--- config.mk ---
export PLATFORM = sky130hd
export DESIGN_NAME = approx_integrate_fire_neuron_core_flat
export DESIGN_NICKNAME = d
export VERILOG_FILES = /design/src/rtl/core/aifn_pkg.sv /design/src/rtl/core/aifn_if.sv /design/src/rtl/core/approx_integrate_fire_neuron_core.sv /design/src/rtl/core/aifn_col_counter.sv /design/src/rtl/core/aifn_compress.sv /design/src/flat_wrapper.sv
export SDC_FILE = /design/constraint.sdc
export NUM_CORES = 1
export LEC_CHECK = 0
export ABC_AREA = 1
export BUFFER_PORTS_ARGS = -buffer_cell sky130_fd_sc_hd__clkbuf_2
export CAP_MARGIN = 10
export CORE_ASPECT_RATIO = 1.75
export CORE_MARGIN = 8
export CORE_UTILIZATION = 45
export DETAILED_ROUTE_END_ITERATION = 7
export GPL_TIMING_DRIVEN = 0
export HOLD_SLACK_MARGIN = 0.02
export SLEW_MARGIN = 20
export SYNTH_ARGS = -nofsm -noshare
export SYNTH_HDL_FRONTEND = slang
export SYNTH_SLANG_ARGS = --single-unit
--- constraint.sdc ---
create_clock -name clk -period 9.1 [get_ports clk]
set_input_delay 1.82 -clock clk [delete_from_list [all_inputs] [get_ports clk]]
set_output_delay 1.82 -clock clk [all_outputs]
set_load 0.02 [all_outputs]
--- src/rtl/core/aifn_pkg.sv ---
// aifn_pkg: widths, beat types and the column adder functions of the neuron core.
// Depends on nothing; every other file of the core imports it.
package aifn_pkg;

  localparam int WEIGHT_BITS   = 8;
  localparam int MEMBRANE_BITS = 16;
  localparam int COUNTER_BITS  = 5;
  localparam int SIGN_COL      = WEIGHT_BITS - 1;
  localparam int SKEW_COLS     = WEIGHT_BITS + COUNTER_BITS - 1;
  localparam int NUM_BLOCKS    = SKEW_COLS / 2;
  localparam int EXT_FROM      = 12;
  localparam int BLK_OUT_BITS  = 4;
  localparam int APX2_BLOCK    = 1;
  localparam int APX1_BLOCK    = 2;
  localparam int FIRE_LO       = WEIGHT_BITS;
  localparam int FIRE_HI       = MEMBRANE_BITS - 2;

  localparam logic [COUNTER_BITS-1:0] TALLY_FULL = {COUNTER_BITS{1'b1}};

  typedef logic [COUNTER_BITS-1:0]        count_t;
  typedef count_t [WEIGHT_BITS-1:0]       counts_t;
  typedef logic [WEIGHT_BITS-1:0]         weight_t;
  typedef logic [MEMBRANE_BITS-1:0]       membrane_t;
  typedef logic [2*COUNTER_BITS-1:0]      col_in_t;
  typedef logic [BLK_OUT_BITS-1:0]        col_out_t;

  typedef struct packed {
    logic      spike;
    weight_t   weight;
    membrane_t membrane_in;
    logic      first;
    logic      last;
  } in_beat_t;

  // Control from the top level to the column counters
  typedef struct packed {
    logic en;
    logic first;
    logic spike;
    logic last;
  } cnt_ctl_t;

  // Returns {carry, sum}
  function automatic logic [1:0] fa(input logic a, input logic b, input logic c);
    logic x;
    x = a ^ b;
    return {(a & b) | (c & x), x ^ c};
  endfunction

  function automatic col_out_t col_add_exact(input col_in_t n);
    logic [1:0] t0, t1, t2, t3, t4, t5;
    t0 = fa(n[0], n[2], n[4]);
    t1 = fa(n[1], n[3], n[5]);
    t2 = fa(n[6], n[8], t0[0]);
    t3 = fa(n[7], n[9], t1[0]);
    t4 = fa(t0[1], t2[1], t3[0]);
    t5 = fa(t1[1], t4[1], t3[1]);
    return {t5[1], t5[0], t4[0], t2[0]};
  endfunction

  function automatic col_out_t col_add_apx1(input col_in_t n);
    logic [1:0] t0, t1, t2, t3;
    logic       k1, k4, k5;
    t0 = fa(n[0], n[2], n[4]);
    k1 = n[6] & n[8];
    t1 = fa(n[1], n[3], n[5]);
    k4 = ~(n[7] ^ n[9]);
    k5 = n[7] | n[9];
    t2 = fa(t0[1], k1, k4);          // sum is k6, carry is o1
    t3 = fa(t1[1], k5, t2[0]);       // sum is o3, carry is o2
    return {t3[0], t3[1], t2[1], t0[0]};
  endfunction

  function automatic col_out_t col_add_apx2(input col_in_t n);
    logic [1:0] t0, t1, t2;
    logic       k1, k4, k5;
    t0 = fa(n[0], n[2], n[4]);
    k1 = n[6] & n[8];
    t1 = fa(n[1], n[3], n[5]);
    k4 = ~(n[7] ^ n[9]);
    k5 = n[7] | n[9];
    t2 = fa(t0[1], k1, k4);
    return {t1[1] & k5, t2[1], t2[0], t0[0]};
  endfunction

  // Approximate final adder: low three bits copied from b, bit 2 of a acts as carry in
  function automatic membrane_t final_add_apx(input membrane_t a, input membrane_t b);
    logic                     x3, cy;
    logic [MEMBRANE_BITS-5:0] hi;
    x3 = a[3] ^ b[3];
    cy = (a[3] & b[3]) | (x3 & a[2]);
    hi = a[MEMBRANE_BITS-1:4] + b[MEMBRANE_BITS-1:4] + {{(MEMBRANE_BITS-5){1'b0}}, cy};
    return {hi, x3 ^ a[2], b[2:0]};
  endfunction

endpackage

--- src/rtl/core/aifn_if.sv ---
// aifn_in_if and aifn_out_if: valid/ready channels of the neuron core.
// Depends on aifn_pkg for the field widths.
interface aifn_in_if import aifn_pkg::*; ();
  logic                            valid;
  logic                            ready;
  logic                            spike;
  logic signed [WEIGHT_BITS-1:0]   weight;
  logic signed [MEMBRANE_BITS-1:0] membrane_in;
  logic                            first;
  logic                            last;

  modport source(output valid, spike, weight, membrane_in, first, last, input ready);
  modport sink(input valid, spike, weight, membrane_in, first, last, output ready);
endinterface

interface aifn_out_if import aifn_pkg::*; ();
  logic                            valid;
  logic                            ready;
  logic                            fire;
  logic signed [MEMBRANE_BITS-1:0] membrane_out;

  modport source(output valid, fire, membrane_out, input ready);
  modport sink(input valid, fire, membrane_out, output ready);
endinterface

--- src/rtl/core/approx_integrate_fire_neuron_core.sv ---
// approx_integrate_fire_neuron_core: top level of the column counter neuron.
// Depends on aifn_pkg, aifn_if, aifn_col_counter and aifn_compress.
//
//   channel   dir  beat carries                                     taken when
//   synapse   in   spike, weight, membrane_in, first, last          valid & ready
//   result    out  fire, membrane_out (one per last synapse)        valid & ready
//
// One synapse per cycle, unless a stalled result or the tail pass holds it. A
// synapse beat is held in the input register, is counted and, where it flushes,
// compressed into the membrane, and its result sits in the output register. A
// last synapse that also brings the tally to 31 needs a second pass of the
// shared compressor, which flushes the empty counters. Reset (rst, synchronous)
// clears counters, tally, membrane and all valid flags. A stalled result holds
// the output register, while the input register takes non-last synapses.
module approx_integrate_fire_neuron_core import aifn_pkg::*; (
  input  logic        clk,
  input  logic        rst,
  aifn_in_if.sink     synapse,
  aifn_out_if.source  result
);

  in_beat_t  ir;
  logic      ir_valid;
  logic      ir_advance;
  logic      tail_pend;
  logic      tail_go;
  logic      out_free;
  logic      emit;
  logic      full;
  logic      fire_now;
  membrane_t potential;
  membrane_t potential_next;
  membrane_t base;
  membrane_t cmp_pin;
  membrane_t cmp_res;
  counts_t   counts_next;
  counts_t   cmp_counts;
  cnt_ctl_t  cnt_ctl;
  logic      res_valid;
  logic      res_fire;
  membrane_t res_membrane;

  // Output register is free when empty or being taken this cycle
  assign out_free   = !res_valid || result.ready;
  // A last synapse needs room for its result; hold everything during the tail pass
  assign ir_advance = ir_valid && !tail_pend && (!ir.last || out_free);
  assign tail_go    = tail_pend && out_free;
  assign synapse.ready = !ir_valid || ir_advance;

  always_ff @(posedge clk) begin
    if (rst) begin
      ir_valid <= 1'b0;
    end else if (synapse.ready) begin
      ir_valid <= synapse.valid;
    end
  end

  always_ff @(posedge clk) begin
    if (synapse.ready && synapse.valid) begin
      ir.spike       <= synapse.spike;
      ir.weight      <= weight_t'(synapse.weight);
      ir.membrane_in <= membrane_t'(synapse.membrane_in);
      ir.first       <= synapse.first;
      ir.last        <= synapse.last;
    end
  end

  assign cnt_ctl = '{en: ir_advance, first: ir.first, spike: ir.spike, last: ir.last};

  aifn_col_counter u_counter (
    .clk         (clk),
    .rst         (rst),
    .ctl         (cnt_ctl),
    .weight      (ir.weight),
    .counts_next (counts_next),
    .full        (full)
  );

  // First synapse loads the previous membrane value
  assign base = ir.first ? ir.membrane_in : potential;

  // One compressor, shared: normal flush of the counts, or the empty tail flush
  assign cmp_counts = tail_pend ? '0 : counts_next;
  assign cmp_pin    = tail_pend ? potential : base;

  aifn_compress u_compress (
    .counts (cmp_counts),
    .pin    (cmp_pin),
    .result (cmp_res)
  );

  // Fire on a non-negative membrane with any of the upper magnitude bits set
  assign fire_now = !cmp_res[MEMBRANE_BITS-1] && (|cmp_res[FIRE_HI:FIRE_LO]);
  assign emit     = (ir_advance && ir.last && !full) || tail_go;

  always_comb begin
    potential_next = potential;
    if (tail_go) begin
      potential_next = fire_now ? '0 : cmp_res;
    end else if (ir_advance) begin
      if (full) begin
        potential_next = cmp_res;
      end else if (ir.last) begin
        potential_next = fire_now ? '0 : cmp_res;
      end else begin
        potential_next = base;
      end
    end
  end

  always_ff @(posedge clk) begin
    if (rst) begin
      potential <= '0;
      tail_pend <= 1'b0;
    end else begin
      potential <= potential_next;
      if (ir_advance && ir.last && full) begin
        tail_pend <= 1'b1;
      end else if (tail_go) begin
        tail_pend <= 1'b0;
      end
    end
  end

  // Result register: load on emit, drop once taken
  always_ff @(posedge clk) begin
    if (rst) begin
      res_valid <= 1'b0;
    end else if (emit) begin
      res_valid <= 1'b1;
    end else if (result.ready) begin
      res_valid <= 1'b0;
    end
  end

  always_ff @(posedge clk) begin
    if (emit) begin
      res_fire     <= fire_now;
      res_membrane <= fire_now ? '0 : cmp_res;
    end
  end

  assign result.valid        = res_valid;
  assign result.fire         = res_fire;
  assign result.membrane_out = res_membrane;

  // A new result only follows a last synapse or the tail pass
  a_result_source: assert property (@(posedge clk) disable iff (rst)
    $rose(res_valid) |-> $past((ir_advance && ir.last) || tail_go))
    else $error("result beat without a last synapse");

  // Firing always leaves a zero membrane, in the beat and in the state
  a_fire_zero: assert property (@(posedge clk) disable iff (rst)
    (emit && fire_now) |=> (potential == '0) && res_fire && (res_membrane == '0))
    else $error("membrane not cleared after firing");

  // No synapse is accepted into a full input register during the tail pass
  a_tail_hold: assert property (@(posedge clk) disable iff (rst)
    (tail_pend && ir_valid) |-> !synapse.ready)
    else $error("synapse accepted during tail flush");

endmodule

--- src/rtl/core/aifn_col_counter.sv ---
// aifn_col_counter: the eight column counters and the spike tally.
// Depends on aifn_pkg.
module aifn_col_counter import aifn_pkg::*; (
  input  logic     clk,
  input  logic     rst,
  input  cnt_ctl_t ctl,
  input  weight_t  weight,
  output counts_t  counts_next,
  output logic     full
);

  counts_t counts;
  count_t  tally;
  count_t  tally_next;

  always_comb begin
    counts_next = ctl.first ? '0 : counts;
    tally_next  = ctl.first ? '0 : tally;
    if (ctl.spike) begin
      tally_next = tally_next + count_t'(1);
      for (int i = 0; i < WEIGHT_BITS; i++) begin
        counts_next[i] = counts_next[i] + count_t'(weight[i]);
      end
    end
    full = (tally_next == TALLY_FULL);
  end

  // Drop the counts after every flush, else advance them
  always_ff @(posedge clk) begin
    if (rst) begin
      counts <= '0;
      tally  <= '0;
    end else if (ctl.en) begin
      if (full || ctl.last) begin
        counts <= '0;
        tally  <= '0;
      end else begin
        counts <= counts_next;
        tally  <= tally_next;
      end
    end
  end

endmodule

--- src/rtl/core/aifn_compress.sv ---
// aifn_compress: skews the column counts, reduces them and adds the membrane.
// Depends on aifn_pkg for the column adders and the final adder.
module aifn_compress import aifn_pkg::*; (
  input  counts_t   counts,
  input  membrane_t pin,
  output membrane_t result
);

  logic [COUNTER_BITS-1:0][SKEW_COLS-1:0] rows;
  count_t                                 neg;
  col_in_t                                n;
  col_out_t [NUM_BLOCKS-1:0]              blk;
  membrane_t                              p0, p1, cs, cc;

  always_comb begin
    rows = '0;
    neg  = count_t'(~counts[SIGN_COL] + count_t'(1));
    for (int i = 0; i < SIGN_COL; i++) begin
      for (int j = 0; j < COUNTER_BITS; j++) begin
        rows[j][i+j] = counts[i][j];
      end
    end
    for (int j = 0; j < COUNTER_BITS; j++) begin
      rows[j][SIGN_COL+j] = neg[j];
    end
    for (int b = 0; b < NUM_BLOCKS; b++) begin
      for (int j = 0; j < COUNTER_BITS; j++) begin
        n[2*j]   = rows[j][2*b];
        n[2*j+1] = rows[j][2*b+1];
      end
      if (b == APX2_BLOCK) begin
        blk[b] = col_add_apx2(n);
      end else if (b == APX1_BLOCK) begin
        blk[b] = col_add_apx1(n);
      end else begin
        blk[b] = col_add_exact(n);
      end
    end
    p0 = '0;
    p1 = '0;
    for (int b = 0; b < NUM_BLOCKS; b++) begin
      if (b % 2 == 1) begin
        p1[((b-1)/2)*BLK_OUT_BITS+2 +: BLK_OUT_BITS] = blk[b];
      end else begin
        p0[(b/2)*BLK_OUT_BITS +: BLK_OUT_BITS] = blk[b];
      end
    end
    // Sign extension of the negated sign column
    if (counts[SIGN_COL] != '0) begin
      p0[MEMBRANE_BITS-1:EXT_FROM] = '1;
    end
    cs = p0 ^ p1 ^ pin;
    cc = {((p0 & p1) | (pin & (p0 ^ p1))), 1'b0} >> 0 == '0 ? '0 :
         membrane_t'({((p0 & p1) | (pin & (p0 ^ p1))), 1'b0});
    result = final_add_apx(cs, cc);
  end

endmodule

--- src/flat_wrapper.sv ---
// flat-port wrapper written by rule: the top's interface ports become plain ports
module approx_integrate_fire_neuron_core_flat import aifn_pkg::*;
  (clk, rst, synapse_valid, synapse_spike, synapse_weight, synapse_membrane_in, synapse_first, synapse_last, synapse_ready, result_valid, result_fire, result_membrane_out, result_ready);
  aifn_in_if synapse_i ();
  aifn_out_if result_i ();
  input  logic clk;
  input  logic rst;
  input wire logic [$bits(synapse_i.valid)-1:0] synapse_valid;
  input wire logic [$bits(synapse_i.spike)-1:0] synapse_spike;
  input wire logic [$bits(synapse_i.weight)-1:0] synapse_weight;
  input wire logic [$bits(synapse_i.membrane_in)-1:0] synapse_membrane_in;
  input wire logic [$bits(synapse_i.first)-1:0] synapse_first;
  input wire logic [$bits(synapse_i.last)-1:0] synapse_last;
  output wire logic [$bits(synapse_i.ready)-1:0] synapse_ready;
  output wire logic [$bits(result_i.valid)-1:0] result_valid;
  output wire logic [$bits(result_i.fire)-1:0] result_fire;
  output wire logic [$bits(result_i.membrane_out)-1:0] result_membrane_out;
  input wire logic [$bits(result_i.ready)-1:0] result_ready;
  assign synapse_i.valid = synapse_valid;
  assign synapse_i.spike = synapse_spike;
  assign synapse_i.weight = synapse_weight;
  assign synapse_i.membrane_in = synapse_membrane_in;
  assign synapse_i.first = synapse_first;
  assign synapse_i.last = synapse_last;
  assign synapse_ready = synapse_i.ready;
  assign result_valid = result_i.valid;
  assign result_fire = result_i.fire;
  assign result_membrane_out = result_i.membrane_out;
  assign result_i.ready = result_ready;
  approx_integrate_fire_neuron_core u_core (.clk(clk), .rst(rst), .synapse(synapse_i), .result(result_i));
endmodule
==> results_dict.tcl, run 1 <==
set metrics [dict create \
    status "complete, no violations" \
    power_density_mw_per_mm2 147.4 \
    avgSynthCellArea_um2 7.604 \
    drt-total-wl_mm 20.61 \
    combPwrFrac 0.224 \
    htree_levels 3 \
    hold_buffers 0 \
    place_hpwl_mm 16.32 \
    firstDrtPassIters 4 \
    arrival_ns 6.92 \
    die_h_um 184.4 \
    coreArea_mm2 0.01588 \
    start_kind "register" \
    fin_setup_tns_ns 0 \
    clock_latency_ns 0.36 \
    wire_per_inst_um 17.01 \
    cts_root_buf "clkbuf_16" \
    path_class "register to register" \
    relSlewSlack 0.3800 \
    cts_buffers 9 \
    netlist_instances 959 \
    die_width_um 112.2 \
    switching_share 0.3279 \
    ys.flop_type "dfxtp_1" \
    place_area_mm2 0.007805 \
    dp.cells 1196 \
    syn_nets 1059 \
    postCtsResizedCells 0 \
    clock_sinks 107 \
    setup_slack_ns 2.470 \
    rows 61 \
    num-nets-final 1118 \
    p_leak_nw 3.689 \
    cp-end-kind "register" \
    tightest_slew_ns 0.9299 \
    gp_congestion 0.8708 \
    design_area_mm2 0.008095 \
    place_ws_ns 2.471 \
    grt_pass1_vias 6563 \
    layoutNonFillerInstCount 1212 \
    peakVddDrop_v 0.0001140 \
    synth_area_mm2 0.007292 \
    finalCritPeriodShare 0.7286 \
    dieArea_mm2 0.02069 \
    synth_cell_type_count 42 \
    clk_pin_slew_ns 0.08 \
    power.switching_w 0.0003913 \
    ant_nets 0 \
    synth_edf_count 43 \
    drt_iter0_drc 272 \
    yosys_warnings 0 \
    skew_ns 0.01177 \
    initial_utilization 0.4593 \
    async_reset_ff_frac 0 \
    hp-class "register to register" \
    ys_seq_area_frac 0.3528 \
    cap_violations 0 \
    pwr-share-clk 0.328 \
    required_ns 9.39 \
    drc_errors 0 \
    ys_ff_latch 107 \
    slew_violations 0 \
    vias 6348 \
    max_stage_delay_ns 0.69 \
    hold_violations 0 \
    power.internal_w 0.0008021 \
    grt-ovfl-total 0 \
    grt_use_total 0.2070 \
    rsz0062_at_grt "no" \
    grt_pass1_wl_mm 33.29 \
    crit_top_cell "nand2_1" \
    drive_gt1_frac 0.1202 \
    portBuffers 47 \
    grt_max_degree 21 \
    crit_slowest_cell "clkbuf_1" \
    antenna_found_initial 0 \
    fmax_mhz 150.8 \
    sequentialPowerShare 0.448 \
    ios 50 \
    diodes 0 \
    critPathMaxFanout 10 \
    cts_setup_buffers 0 \
    viasPerCell 5.238 \
    cts_tree "yes" \
    period_minus_slack_ns 6.630 \
    final_util 0.5099 \
    area.growth.synth_to_final_pct 11.02 \
    setup_viol 0 \
    cts_buffer_depth 2 \
]
==> power by group through the flow <==
stage               Sequential (W)  Combinational, W  Clock, W
floorplan                 0.000550          0.000177         0
global placement          0.000547          0.000263         0
detailed placement        0.000546          0.000268         0
CTS                       0.000535          0.000269  0.000399
global route              0.000538          0.000299  0.000417
finish                    0.000535          0.000267  0.000391
==> final timing paths <==
kind,endpoint,from,slack [ns],cells past startpoint
setup / recovery,u_core.potential[6],u_core.cnt_ctl[2],2.47,31
hold / removal,u_core.u_counter.counts[21],u_core.u_counter.counts[21],0.47,2
hold reg to reg,u_core.u_counter.counts[21],u_core.u_counter.counts[21],0.47,2
setup reg to reg,u_core.potential[6],u_core.cnt_ctl[2],2.47,31
==> cell type report <==
| cell class | count | area, um^2 |
|---|---|---|
| Clock buffer | 10 | 229.0 |
| Sequential cell | 107 | 2572 |
| Timing Repair Buffer | 48 | 262.8 |
| Tap cell | 189 | 236.5 |
| Clock inverter | 6 | 61.31 |
| Fill cell | 1628 | 7780 |
| Inverter | 132 | 509.2 |
| Buffer | 52 | 239.0 |
| Multi-Input combinational cell | 668 | 3985 |
==> critical path, delay by kind of cell (launching register included) <==
family	cells	cell delay (ns)
adders and majority gates	8	3.15
and+or+nand+nor	18	1.88
buffers and inverters	4	1.01
DFF	1	0.35
AOI/OAI and AO/OA	1	0.14
==> layout by cell type, fill, tap and decap left out, types with 29 or more instances in the layout <==
cell type and instances:
clkbuf_1 40, dfxtp_1 64, nand3_1 29, nand2_1 280
nor2_1 49, edfxtp_1 43, inv_1 126, a21oi_1 58
ha_1 42, clkbuf_2 47, o21ai_0 66
==> per-stage QoR <==
step	hold WS (ns)	total power, W
4_1_cts	0.4681	0.001203
3_3_place_gp	0.4523	0.0008096
3_5_place_dp	0.4567	0.0008139
2_1_floorplan	0.4453	0.0007275
6_report	0.4679	0.001193
5_1_grt	0.4848	0.001254
==> cell usage after synthesis (2+ instances only) <==
cell type,instances,area (um^2)
a21o_1,2,15.01
a21oi_1,59,295.3
a21oi_2,10,87.58
buf_1,4,15.01
buf_2,4,20.02
buf_4,2,15.01
buf_6,2,22.52
clkbuf_1,39,146.4
dfxtp_1,64,1281
edfxtp_1,43,1291
fa_1,27,540.5
ha_1,42,525.5
inv_1,126,473.0
inv_2,2,7.510
inv_6,2,17.52
mux2i_1,9,90.09
nand2_1,280,1051
nand2_2,13,81.33
nand2_4,3,33.78
nand3_1,29,145.1
nand4_1,15,93.84
nor2_1,50,187.7
nor2_2,9,56.30
nor3_1,2,10.01
o211ai_1,4,30.03
o21ai_0,66,330.3
o21ai_1,2,10.01
o22ai_1,8,50.05
or2_2,4,25.02
xnor2_1,15,131.4
xor2_1,11,96.34
==> registers in the layout, indices dropped and copies added, names as in the netlist, 3 cells and up <==
register and count:
u_core.cnt_ctl 3, u_core.ir 24, u_core.potential 16, u_core.result.membrane_out 15, u_core.u_counter.counts 40, u_core.u_counter.tally 5
==> metal layers <==
layer,share of wire,vias to the layer above,GRT usage
met5,0,-,0
met4,0.046,0,0.1037
met3,0.038,52,0.02883
met2,0.55,167,0.4084
met1,0.37,2960,0.2042
li1,-,3169,-
==> cell families after synthesis <==
kind of cell             synth area share
flip-flops                         0.3528
AO/OA/AOI/OAI                      0.1148
other                           0.0005143
AND/OR/NAND/NOR                    0.2373
XOR/XNOR                          0.03346
adder cells (fa/ha/maj)            0.1462
multiplexers                      0.01235
buffers and inverters              0.1026
No activity file was read; power rests on OpenSTA's default activity.
==> run 2, diff against run 1 <==
Clock period 9.1 ns to 5.5 ns, I/O delays scaled along.
==> results_dict.tcl, run 2 (synthesis gave the netlist of run 1 again) <==
set metrics [dict create \
    status "finished, violations left" \
    violations "negative setup slack" \
    wire_per_inst_um 17.34 \
    place_hpwl_mm 16.32 \
    p_leak_nw 3.839 \
    crit_slowest_cell "fa_2" \
    top_register "u_core.u_counter.counts" \
    portBuffers 47 \
    cp-end-kind "register" \
    area.growth.synth_to_final_pct 19.51 \
    rsz0062_at_grt "yes" \
    period_minus_slack_ns 5.578 \
    drt-total-wl_mm 21.38 \
    final_util 0.5489 \
    top_regs "u_core.u_counter.counts x40, u_core.ir x24, u_core.potential x16" \
    skew_ns 0.01309 \
    crit_top_cell "nand2_1" \
    path_class "register to register" \
    drc_errors 0 \
    cap_violations 0 \
    clk_pin_slew_ns 0.08 \
    nFillCells 1543 \
    antenna_found_initial 0 \
    cts_root_buf "clkbuf_16" \
    ant_nets 0 \
    firstDrtPassIters 5 \
    path_delay_family "adder cells" \
    tightest_slew_ns 0.8315 \
    layout_commonest_cell "nand2_1" \
    die_width_um 112.2 \
    drive_gt1_frac 0.2155 \
    start_kind "register" \
    grt_use_total 0.2072 \
    peakVddDrop_v 0.0002198 \
    final_cell_mix "nand2_1, inv_1, dfxtp_1, o21ai_0, clkbuf_2" \
    crit_end "u_core.potential[3]" \
    dieArea_mm2 0.02069 \
    hold_buffers 0 \
    hold_violations 0 \
    reg2reg_depth 31 \
    met2_length_mm 11.74 \
    setup_viol 13 \
    die_h_um 184.4 \
    wl_met1_mm 7.657 \
    viasPerCell 5.262 \
    drt_iter0_drc 419 \
    rows 61 \
    max_stage_delay_ns 0.59 \
    coreArea_mm2 0.01588 \
    relSlewSlack 0.4457 \
    arrival_ns 5.87 \
    finalCritPeriodShare 1.014 \
    setup_slack_ns -0.07772 \
    largest_reg_flops 40 \
    grt-ovfl-total 0 \
    critPathLaunch "u_core.cnt_ctl[2]" \
    initial_utilization 0.4593 \
    clock_latency_ns 0.35 \
    r2r_slack_ns -0.08 \
    num-nets-final 1139 \
    cp.depth 31 \
    clock_sinks 107 \
    timing.rr.end "u_core.potential[3]" \
    vias 6488 \
    cts_buffer_depth 2 \
    seqCellArea_mm2 0.002572 \
    hp-class "register to register" \
    gp_congestion 0.8616 \
    r2r_start "u_core.cnt_ctl[2]" \
    critical_path_buf_inv_count 5 \
    cts_tree "yes" \
    grt_pass1_wl_mm 33.32 \
    fmax_mhz 179.3 \
    grt_max_degree 20 \
    wl_met3_um 955 \
    critPathMaxFanout 8 \
    topRoutingLayerUsed "met4" \
    power_density_mw_per_mm2 240.1 \
    grt_pass1_vias 6593 \
    diodes 0 \
    ios 50 \
    required_ns 5.79 \
    place_ws_ns -0.9761 \
    slew_violations 0 \
    cts_buffers 9 \
    htree_levels 3 \
    multi_input_area_mm2 0.004334 \
]
## run 2: layer usage
metal,track usage,up-vias
met4,0.1200,0
met1,0.1981,3040
met3,0.03408,55
li1,-,3207
met2,0.4055,186
met5,0,-
## run 2: power breakdown
group	total [W]	switching (W)	internal, W
logic	0.000553	0.000350	0.000202
registers	0.000886	0.0000164	0.000870
clock network	0.000653	0.000335	0.000318
total	0.00209	0.000702	0.00139
## run 2: cell type report
class                           instances  share of cell area
Multi-Input combinational cell        668              0.4973
Sequential cell                       107              0.2952
Timing Repair inverter                  1            0.001005
Timing Repair Buffer                   70             0.04910
Buffer                                 50             0.03719
Inverter                              132             0.05987
Clock inverter                          6            0.006892
Tap cell                              189             0.02714
Clock buffer                           10             0.02627
## run 2: metrics by stage
stage          std cells  area (um^2)  TNS [ns]  hold WS, ns  total power, W
3_3_place_gp        1195         7766    -26.10       0.4522        0.001338
2_1_floorplan        959         7295         0       0.4453        0.001204
5_1_grt             1233         8715    -8.332       0.4757        0.002183
3_5_place_dp        1196         7807    -27.22       0.4554        0.001346
4_1_cts             1225         8461  -0.06538       0.4680        0.002050
6_report            1233         8715   -0.5882       0.4667        0.002092
## run 2: timing repair
action | in CTS | in global routing
gates resized for setup | 69 | 57
hold endpoints to repair | 0 | 0
endpoints found under the setup margin | 31 | 31
pin swaps | 24 | 19
cloned | 0 | 1
buffers inserted | 15 | 7
## run 2: tightest hold or removal path: cells and delay by family (launching register included)
family           cells  cell delay (ns)
AO/OA/AOI/OAI        1             0.05
flip-flops           1             0.31
AND/OR/NAND/NOR      1             0.06
## run 2: how the worst min path moves through the flow
stage / slack [ns] / start / endpoint / depth (start not counted)
after CTS: 0.47 / u_core.u_counter.counts[16] / u_core.u_counter.counts[16] / 2
after detailed placement: 0.46 / u_core.u_counter.counts[39] / u_core.u_counter.counts[39] / 2
after floorplan: 0.45 / u_core.u_counter.counts[10] / u_core.u_counter.counts[10] / 2
final: 0.47 / u_core.u_counter.counts[39] / u_core.u_counter.counts[39] / 2
after global routing: 0.48 / u_core.u_counter.counts[21] / u_core.u_counter.counts[21] / 2
after global placement: 0.45 / u_core.u_counter.counts[21] / u_core.u_counter.counts[21] / 2
